`src/design/ipr_pkg.sv`:
```
// Shared types and constants of the ICMP probe reply parser.
// No dependencies; imported by every module of the block.
`timescale 1ns / 1ps

package ipr_pkg;

    // Fixed protocol constants
    localparam logic [3:0]  IP_VERSION_4     = 4'd4;
    localparam logic [7:0]  TYPE_UNREACHABLE = 8'd3;
    localparam logic [7:0]  CODE_PORT_UNREACH = 8'd3;
    localparam int          ICMP_HDR_BYTES   = 8;
    localparam int          HIGHEST_SEQUENCE = 10;
    localparam logic [15:0] BASE_PORT_RESET  = 16'd33434;

    // Configuration register indexes
    localparam logic CFG_PROBE_SRC_PORT = 1'b0;
    localparam logic CFG_BASE_DST_PORT  = 1'b1;

    // Verdict codes
    localparam logic [2:0] V_STORED       = 3'd0;
    localparam logic [2:0] V_OUT_OF_RANGE = 3'd1;
    localparam logic [2:0] V_NO_PROBE     = 3'd2;
    localparam logic [2:0] V_NOT_V4       = 3'd3;
    localparam logic [2:0] V_SHORT        = 3'd4;
    localparam logic [2:0] V_NOT_OURS     = 3'd5;
    localparam logic [2:0] V_OTHER_CODE   = 3'd6;
    localparam logic [2:0] V_OTHER_TYPE   = 3'd7;

    // Output stream widths
    localparam int TDATA_W = 112;
    localparam int TUSER_W = 4;

    // Fields captured from one packet
    typedef struct packed {
        logic [3:0]  version;
        logic [5:0]  hdr_out;     // outer header length in bytes
        logic [5:0]  hdr_in;      // quoted header length in bytes
        logic [31:0] addr_src;    // outer source address
        logic [31:0] addr_dst;    // quoted destination address
        logic [15:0] port_src;    // quoted UDP source port
        logic [15:0] port_dst;    // quoted UDP destination port
        logic [15:0] ip_id;
        logic [7:0]  msg_type;
        logic [7:0]  msg_code;
        logic [7:0]  probe_ttl;   // TTL in quoted header
        logic [7:0]  reply_ttl;   // TTL of outer header
    } t_capture;

    // One verdict request
    typedef struct packed {
        logic [2:0]  verdict;
        logic        counts;
        logic [3:0]  seq;
        logic [31:0] responder;
        logic [31:0] queried;
        logic [15:0] ip_id;
        logic [7:0]  probe_ttl;
        logic [7:0]  reply_ttl;
        logic [7:0]  code;
    } t_result;

endpackage

```
`src/design/icmp_probe_reply_parser.sv`:
```
// ICMP probe reply parser: one packet byte per cycle in, one verdict per packet out.
// A last byte's verdict passes from the input register to the output register.
// Throughput: one byte every cycle; an input register and an output register
// decouple the two sides, so a waiting verdict stalls only the next last byte.
// Reset: synchronous, active low; clears both registers' valid flags, the packet
// state and the configuration (probe source port 0, base destination port 33434).
`timescale 1ns / 1ps

module icmp_probe_reply_parser #(
    parameter int MAX_PACKET_BYTES = 512
) (
    input  logic                         i_clk,
    input  logic                         i_rst_n,
    // configuration writes
    input  logic                         i_cfg_wr_en,
    input  logic                         i_cfg_index,
    input  logic [15:0]                  i_cfg_wdata,
    // packet byte stream
    input  logic                         s_axis_tvalid,
    output logic                         s_axis_tready,
    input  logic [7:0]                   s_axis_tdata,  // [7:0] data_byte
    input  logic                         s_axis_tlast,  // last_byte
    // verdict stream
    output logic                         m_axis_tvalid,
    input  logic                         m_axis_tready,
    // [3:0] probe_sequence, [35:4] responder_address, [67:36] queried_address,
    // [83:68] reply_ip_id, [91:84] probe_arrival_ttl, [99:92] reply_ttl,
    // [107:100] unreachable_code, [111:108] zero
    output logic [ipr_pkg::TDATA_W-1:0]  m_axis_tdata,
    // [2:0] verdict, [3] counts_as_reply
    output logic [ipr_pkg::TUSER_W-1:0]  m_axis_tuser
);
    import ipr_pkg::*;

    localparam int POS_W = $clog2(MAX_PACKET_BYTES + 1);

    logic        r_in_valid;
    logic [15:0] r_probe_src, r_base_dst;
    logic [7:0]  r_in_byte;
    logic        r_in_last;
    logic        r_out_valid;
    t_result     r_out;
    logic        w_out_free, w_adv;
    t_capture    w_cap;
    t_result     w_res;
    logic [POS_W-1:0] w_len;

    // Configuration registers
    always_ff @(posedge i_clk) begin
        if (!i_rst_n) begin
            r_probe_src <= '0;
            r_base_dst  <= BASE_PORT_RESET;
        end else if (i_cfg_wr_en) begin
            unique case (i_cfg_index)
                CFG_PROBE_SRC_PORT: r_probe_src <= i_cfg_wdata;
                CFG_BASE_DST_PORT:  r_base_dst  <= i_cfg_wdata;
                default: ;
            endcase
        end
    end

    // Handshake: a byte moves on unless it is a last byte facing a full output
    assign w_out_free    = !r_out_valid || m_axis_tready;
    assign w_adv         = r_in_valid && (!r_in_last || w_out_free);
    assign s_axis_tready = !r_in_valid || w_adv;

    // Input register
    always_ff @(posedge i_clk) begin
        if (!i_rst_n) begin
            r_in_valid <= 1'b0;
        end else if (s_axis_tvalid && s_axis_tready) begin
            r_in_valid <= 1'b1;
        end else if (w_adv) begin
            r_in_valid <= 1'b0;
        end
    end

    always_ff @(posedge i_clk) begin
        if (s_axis_tvalid && s_axis_tready) begin
            r_in_byte <= s_axis_tdata;
            r_in_last <= s_axis_tlast;
        end
    end

    ipr_capture #(
        .MAX_PACKET_BYTES (MAX_PACKET_BYTES),
        .POS_W            (POS_W)
    ) u_capture (
        .i_clk   (i_clk),
        .i_rst_n (i_rst_n),
        .i_adv   (w_adv),
        .i_byte  (r_in_byte),
        .i_last  (r_in_last),
        .o_cap   (w_cap),
        .o_len   (w_len)
    );

    ipr_verdict #(
        .POS_W (POS_W)
    ) u_verdict (
        .i_cap        (w_cap),
        .i_len        (w_len),
        .i_probe_port (r_probe_src),
        .i_base_port  (r_base_dst),
        .o_res        (w_res)
    );

    // Output register
    always_ff @(posedge i_clk) begin
        if (!i_rst_n) begin
            r_out_valid <= 1'b0;
        end else if (w_adv && r_in_last) begin
            r_out_valid <= 1'b1;
        end else if (m_axis_tready) begin
            r_out_valid <= 1'b0;
        end
    end

    always_ff @(posedge i_clk) begin
        if (w_adv && r_in_last) r_out <= w_res;
    end

    assign m_axis_tvalid = r_out_valid;
    assign m_axis_tdata  = {4'b0000, r_out.code, r_out.reply_ttl, r_out.probe_ttl,
                            r_out.ip_id, r_out.queried, r_out.responder, r_out.seq};
    assign m_axis_tuser  = {r_out.counts, r_out.verdict};

endmodule

```
`src/design/ipr_capture.sv`:
```
// Byte position counter and field capture registers of the reply parser.
// Depends on ipr_pkg.
`timescale 1ns / 1ps

module ipr_capture #(
    parameter int MAX_PACKET_BYTES = 512,
    parameter int POS_W            = $clog2(MAX_PACKET_BYTES + 1)
) (
    input  logic               i_clk,
    input  logic               i_rst_n,
    input  logic               i_adv,
    input  logic [7:0]         i_byte,
    input  logic               i_last,
    output ipr_pkg::t_capture  o_cap,
    output logic [POS_W-1:0]   o_len
);
    import ipr_pkg::*;

    // wide enough for any header offset and any position
    localparam int CMP_W = (POS_W > 9) ? POS_W : 9;
    localparam logic [POS_W-1:0] POS_MAX = POS_W'(MAX_PACKET_BYTES);

    logic [POS_W-1:0] r_pos, n_pos;
    t_capture         r_cap, n_cap;

    // Place the current byte into every field whose position it hits
    always_comb begin
        logic             take;
        logic [CMP_W-1:0] p, h, u, d_a0, d_a1, d_pt;
        logic [5:0]       hdr_out, hdr_in;
        n_cap = r_cap;
        take  = (r_pos < POS_MAX);
        p     = CMP_W'(r_pos);
        hdr_out = (take && r_pos == '0) ? {i_byte[3:0], 2'b00} : r_cap.hdr_out;
        h       = CMP_W'(hdr_out);
        hdr_in  = (take && p == h + CMP_W'(ICMP_HDR_BYTES)) ? {i_byte[3:0], 2'b00}
                                                            : r_cap.hdr_in;
        u    = h + CMP_W'(ICMP_HDR_BYTES) + CMP_W'(hdr_in);
        d_a0 = p - CMP_W'(12);
        d_a1 = p - (h + CMP_W'(24));
        d_pt = p - u;
        n_pos = take ? r_pos + 1'b1 : r_pos;

        if (take) begin
            n_cap.hdr_out = hdr_out;
            n_cap.hdr_in  = hdr_in;
            if (r_pos == '0) n_cap.version = i_byte[7:4];
            if (p == CMP_W'(4)) n_cap.ip_id[15:8] = i_byte;
            if (p == CMP_W'(5)) n_cap.ip_id[7:0]  = i_byte;
            if (p == CMP_W'(8)) n_cap.reply_ttl   = i_byte;
            // outer source address, bytes 12..15
            if (d_a0 < CMP_W'(4)) begin
                case (d_a0[1:0])
                    2'd0:    n_cap.addr_src[31:24] = i_byte;
                    2'd1:    n_cap.addr_src[23:16] = i_byte;
                    2'd2:    n_cap.addr_src[15:8]  = i_byte;
                    default: n_cap.addr_src[7:0]   = i_byte;
                endcase
            end
            if (p == h)                n_cap.msg_type  = i_byte;
            if (p == h + CMP_W'(1))    n_cap.msg_code  = i_byte;
            if (p == h + CMP_W'(16))   n_cap.probe_ttl = i_byte;
            // quoted destination address
            if (d_a1 < CMP_W'(4)) begin
                case (d_a1[1:0])
                    2'd0:    n_cap.addr_dst[31:24] = i_byte;
                    2'd1:    n_cap.addr_dst[23:16] = i_byte;
                    2'd2:    n_cap.addr_dst[15:8]  = i_byte;
                    default: n_cap.addr_dst[7:0]   = i_byte;
                endcase
            end
            // quoted UDP ports
            if (d_pt < CMP_W'(4)) begin
                case (d_pt[1:0])
                    2'd0:    n_cap.port_src[15:8] = i_byte;
                    2'd1:    n_cap.port_src[7:0]  = i_byte;
                    2'd2:    n_cap.port_dst[15:8] = i_byte;
                    default: n_cap.port_dst[7:0]  = i_byte;
                endcase
            end
        end
    end

    assign o_cap = n_cap;
    assign o_len = n_pos;

    // State clears after the last byte of each packet
    always_ff @(posedge i_clk) begin
        if (!i_rst_n) begin
            r_pos <= '0;
            r_cap <= '0;
        end else if (i_adv) begin
            if (i_last) begin
                r_pos <= '0;
                r_cap <= '0;
            end else begin
                r_pos <= n_pos;
                r_cap <= n_cap;
            end
        end
    end

endmodule

```
`src/design/ipr_verdict.sv`:
```
// Verdict and report field logic of the reply parser, purely combinational.
// Depends on ipr_pkg.
`timescale 1ns / 1ps

module ipr_verdict #(
    parameter int POS_W = 10
) (
    input  ipr_pkg::t_capture i_cap,
    input  logic [POS_W-1:0]  i_len,
    input  logic [15:0]       i_probe_port,
    input  logic [15:0]       i_base_port,
    output ipr_pkg::t_result  o_res
);
    import ipr_pkg::*;

    localparam int CMP_W = (POS_W > 9) ? POS_W : 9;

    always_comb begin
        logic [CMP_W-1:0] len, h, u, need;
        logic [15:0]      seq_diff;
        logic             in_range, report;
        logic [2:0]       verdict;
        len = CMP_W'(i_len);
        h   = CMP_W'(i_cap.hdr_out);
        u   = h + CMP_W'(ICMP_HDR_BYTES) + CMP_W'(i_cap.hdr_in);
        // last byte needed by a type 3 report
        need = u + CMP_W'(3);
        if (h + CMP_W'(27) > need) need = h + CMP_W'(27);
        if (CMP_W'(15) > need) need = CMP_W'(15);
        seq_diff = i_cap.port_dst - i_base_port;
        in_range = (i_cap.port_dst >= i_base_port) &&
                   (seq_diff <= 16'(HIGHEST_SEQUENCE));
        report = 1'b0;

        // checks in priority order
        if (i_probe_port == '0) begin
            verdict = V_NO_PROBE;
        end else if (i_cap.version != IP_VERSION_4) begin
            verdict = V_NOT_V4;
        end else if (len < h || len <= u + CMP_W'(1)) begin
            verdict = V_SHORT;
        end else if (i_cap.port_src != i_probe_port) begin
            verdict = V_NOT_OURS;
        end else if (i_cap.msg_type != TYPE_UNREACHABLE) begin
            verdict = V_OTHER_TYPE;
        end else if (len <= need) begin
            verdict = V_SHORT;
        end else begin
            report = 1'b1;
            if (i_cap.msg_code != CODE_PORT_UNREACH) verdict = V_OTHER_CODE;
            else if (in_range)                       verdict = V_STORED;
            else                                     verdict = V_OUT_OF_RANGE;
        end

        o_res           = '0;
        o_res.verdict   = verdict;
        o_res.counts    = (verdict == V_STORED) || (verdict == V_OUT_OF_RANGE);
        o_res.seq       = (verdict == V_STORED) ? seq_diff[3:0] : 4'd0;
        if (report) begin
            o_res.responder = i_cap.addr_src;
            o_res.queried   = i_cap.addr_dst;
            o_res.ip_id     = i_cap.ip_id;
            o_res.probe_ttl = i_cap.probe_ttl;
            o_res.reply_ttl = i_cap.reply_ttl;
            o_res.code      = i_cap.msg_code;
        end
    end

endmodule

```
`config.mk`:
```
export PLATFORM = sky130hd
export DESIGN_NAME = icmp_probe_reply_parser
export DESIGN_NICKNAME = d
export VERILOG_FILES = /design/src/design/ipr_pkg.sv /design/src/design/icmp_probe_reply_parser.sv /design/src/design/ipr_capture.sv /design/src/design/ipr_verdict.sv
export SDC_FILE = /design/constraint.sdc
export NUM_CORES = 1
export LEC_CHECK = 0
export ABC_CLOCK_PERIOD_IN_PS = 26100
export BUFFER_PORTS_ARGS = -buffer_cell sky130_fd_sc_hd__buf_2
export CAP_MARGIN = 25
export CORE_UTILIZATION = 62
export DETAILED_ROUTE_END_ITERATION = 10
export GPL_TIMING_DRIVEN = 1
export PLACE_DENSITY = 0.82
export SLEW_MARGIN = 20
export SYNTH_ARGS = -nofsm -noshare
export SYNTH_HDL_FRONTEND = slang
export SYNTH_SLANG_ARGS = --single-unit
export TNS_END_PERCENT = 10
```
`constraint.sdc`:
```
create_clock -name i_clk -period 26.1 [get_ports i_clk]
set_input_delay 2.61 -clock i_clk [delete_from_list [all_inputs] [get_ports i_clk]]
set_output_delay 2.61 -clock i_clk [all_outputs]
set_load 0.005 [all_outputs]
```
==> flow_summary_export.csv <==
group,metric,value,unit
run_status,status,"finished, final reports clean",
setup_path,path_class,"reg2reg",
setup_path,crit_fanout,65,
grt,grtUsageTotal,33.6,%
yosys,synth_enable_flop_cells,121,
yosys,ys_seq_elements,325,
cells_and_area,seqCellArea,7720,sq um
clocking,root_buffer,"clkbuf_16",
yosys,yosys_warnings,0,
hold_path,hold_class,"reg2reg",
setup_path,critical_path.max_stage_delay,0.82,ns
detailed_routing,drtIter0Drc,1774,
detailed_routing,drt_wl_total,51700,um
detailed_routing,vias,15500,
clocking,post_cts_buffers,0,
clocking,numCtsBuffers,35,
sta,finalWorstSetupSlack,13.98,ns
yosys,synth_area_leaders,"dfxtp_1 (22%), edfxtp_1 (20%), ha_1 (5.6%)",
yosys,syn_area,18500,sq um
placement,place_congestion,0.993,
floorplan,rows,62,
pwr,peakVddDrop,44.4,uV
placement,pre_cts_slack,14.33,ns
clocking,clock-sinks,325,
grt,antenna_found_initial,1,
placement,hpwl,34500,um
sta,max_freq,82.5,MHz
grt,grt_pass1_vias,14600,
setup_path,startpoint,"u_capture.r_pos[1]$_SDFFE_PN0P_",
pwr,p_leak,7.83,nW
sta,slew_violations,0,
hold_path,hp-start,"r_base_dst[10]$_SDFFE_PN0P_",
setup_path,critical_path_required,26.33,ns
job,maxCapViolations,0,
clocking,cts.clk_slew.worst_paths,0.06,ns
pwr,total_power,1.15,mW
grt,grt-ovfl-total,0,
setup_path,r2r-start,"u_capture.r_pos[1]$_SDFFE_PN0P_",
placement,dp.cells,2381,
floorplan,die_w,175,um
yosys,ys.flop_type,"dfxtp_1",
setup_path,cp-start-kind,"register",
clocking,cts_tree,"done",
sta,rsz0062_at_grt,"false",
yosys,synth_top_area_share,22.1,%
cells_and_area,syn_to_final_growth,10.9,%
yosys,synthCells,1947,
sta,finalClockSkew,0.0258,ns
detailed_routing,drc_errors,0,
setup_path,crit_path_frequent_cell,"ha_1",
floorplan,core-area,29000,sq um
clocking,cts_hold_buffers,0,
placement,port_buffers,144,
yosys,yosysSeqAreaShare,41.8,%
sta,setup_viol,0,
floorplan,initial_core_util,63.7,%
detailed_routing,detail-route-antenna-nets,0,
pwr,power.density,56.2,nW/um^2
setup_path,cpMaxStageDelayCell,"buf_4",
clocking,cts_buffer_depth,3,
detailed_routing,avgRoutedWirePerCell,21.1,um
cells_and_area,multi_input_area,9920,sq um
cells_and_area,num-fill-cells,2214,
sta,fin_setup_tns,0,ns
yosys,synth.largest_area_cell,"dfxtp_1",
yosys,synthArstFlopShare,0,%
clocking,htree_levels,2,
floorplan,die_area,30500,sq um
sta,hold_viol_final,0,
floorplan,io_pins,149,
setup_path,critPathArrivalTime,12.36,ns
sta,finalCritPeriodShare,46.5,%
grt,grt_max_degree,144,
yosys,avgSynthCellArea,9.49,sq um
placement,placed_cell_area,19400,sq um
sta,fin_crit,12.12,ns
clocking,clk_latency,0.54,ns
detailed_routing,vias_per_cell,6.35,
sta,worst_slew_pin_slew,1.12,ns
setup_path,end_kind,"register",
detailed_routing,drt_pass1_iterations,6,
cells_and_area,drive_above_1_share,15.9,%
clocking,ctsResizeCount,0,
yosys,ys_types,90,
cells_and_area,stdcell_area,20500,sq um
grt,grt_pass1_wl,80600,um
sta,slew_headroom,24.9,%
cells_and_area,instances_no_fill,2448,
floorplan,die_y,175,um
cells_and_area,final_nets,2159,
-- registers in the layout, summed over array words and instances, names as in the netlist --
signal           flops
m_axis_tdata       108
m_axis_tuser         4
m_axis_tvalid        1
r_base_dst          16
r_in_byte            8
r_in_last            1
r_in_valid           1
r_probe_src         16
u_capture.r_cap    160
u_capture.r_pos     10
-- area by class of cell --
class | instances | area share, %
multi-input combinational | 1413 | 48.4
sequential | 325 | 37.7
timing repair buffer | 174 | 4.69
clock buffer | 48 | 4.56
tap | 384 | 2.35
inverter | 87 | 1.60
clock inverter | 16 | 0.703
antenna | 1 | 0.0122
-- metrics by stage --
step | hold slack (ns) | util (%)
floorplan | 0.443 | -
global placement | 0.461 | 66.7
detailed placement | 0.465 | 66.8
CTS | 0.474 | 70.5
global route | 0.496 | 70.6
finish | 0.471 | 70.6
-- synthesized netlist by cell type (10+ instances only) --
library cell    n
inv_1          83
o211ai_1       10
a21o_1         27
nor2_1        123
nand3_1        31
nor4_1         20
xor2_1         17
nor3_2         50
o2111ai_1      11
mux2i_1        85
buf_2          15
edfxtp_1      121
o21ai_0        56
clkbuf_1       95
a22oi_1       134
nor2b_1       166
nor3_1         74
a21boi_0       36
nand2b_1       18
mux2_2         22
xnor2_1        38
a21oi_1        93
nand4_1        10
ha_1           83
dfxtp_1       204
and2_1         24
nand2_1       139
-- report_power, final --
part           internal (mW)  switching [mW]
Sequential             0.532         0.00500
Clock                  0.264           0.208
Combinational         0.0519          0.0903
Total                  0.848           0.303
-- kinds of logic after synthesis --
logic type / Yosys count / synth area share, %
compound gates: 440 / 16.3
xor+xnor: 59 / 3.05
fa+ha+maj: 92 / 6.60
buf+inv: 213 / 4.86
flops: 325 / 41.8
mux: 109 / 6.10
other cells: 2 / 0.0407
simple gates: 707 / 21.2
-- worst max-delay path: cells and delay by family (launching register included) --
kind / cells / cell delay (ns)
flops: 1 / 0.50
xor+xnor: 2 / 0.75
fa+ha+maj: 6 / 1.75
mux: 2 / 1.17
buf+inv: 4 / 1.30
simple gates: 13 / 3.56
compound gates: 11 / 2.72
-- path summary, 6_finish.rpt --
check / endpoint / slack [ns] / cells past startpoint
setup / recovery: m_axis_tdata[12]$_SDFFCE_PN0P_ / 13.98 / 38
hold / removal: r_base_dst[10]$_SDFFE_PN0P_ / 0.47 / 2
setup reg to reg: m_axis_tdata[12]$_SDFFCE_PN0P_ / 13.98 / 38
hold reg to reg: r_base_dst[10]$_SDFFE_PN0P_ / 0.47 / 2
-- layer usage --
metal	vias to the layer above	global-route usage [%]	part of all wire (%)
li1	7189	-	-
met1	7415	44.9	41
met2	796	54.0	46
met3	146	5.83	8.8
met4	0	14.1	3.7
met5	-	0	0
-- cells in the final DEF, fill, tap and decap left out, drive strengths merged, types with 15 or more instances in the layout --
cell and n:
nor4 22, buf 174, mux2i 86, nand2b 18, a21oi 94, a22oi 134
clkinv 15, nor2 123, xor2 18, inv 85, dfxtp 204, xnor2 39
and2 25, a21boi 36, o21ai 61, mux2 23, clkbuf 48, edfxtp 121
nor2b 166, nor3 125, nand3 32, nand2 140, a21o 27, ha 83
Note: power is estimated with default switching activity, not from simulation.
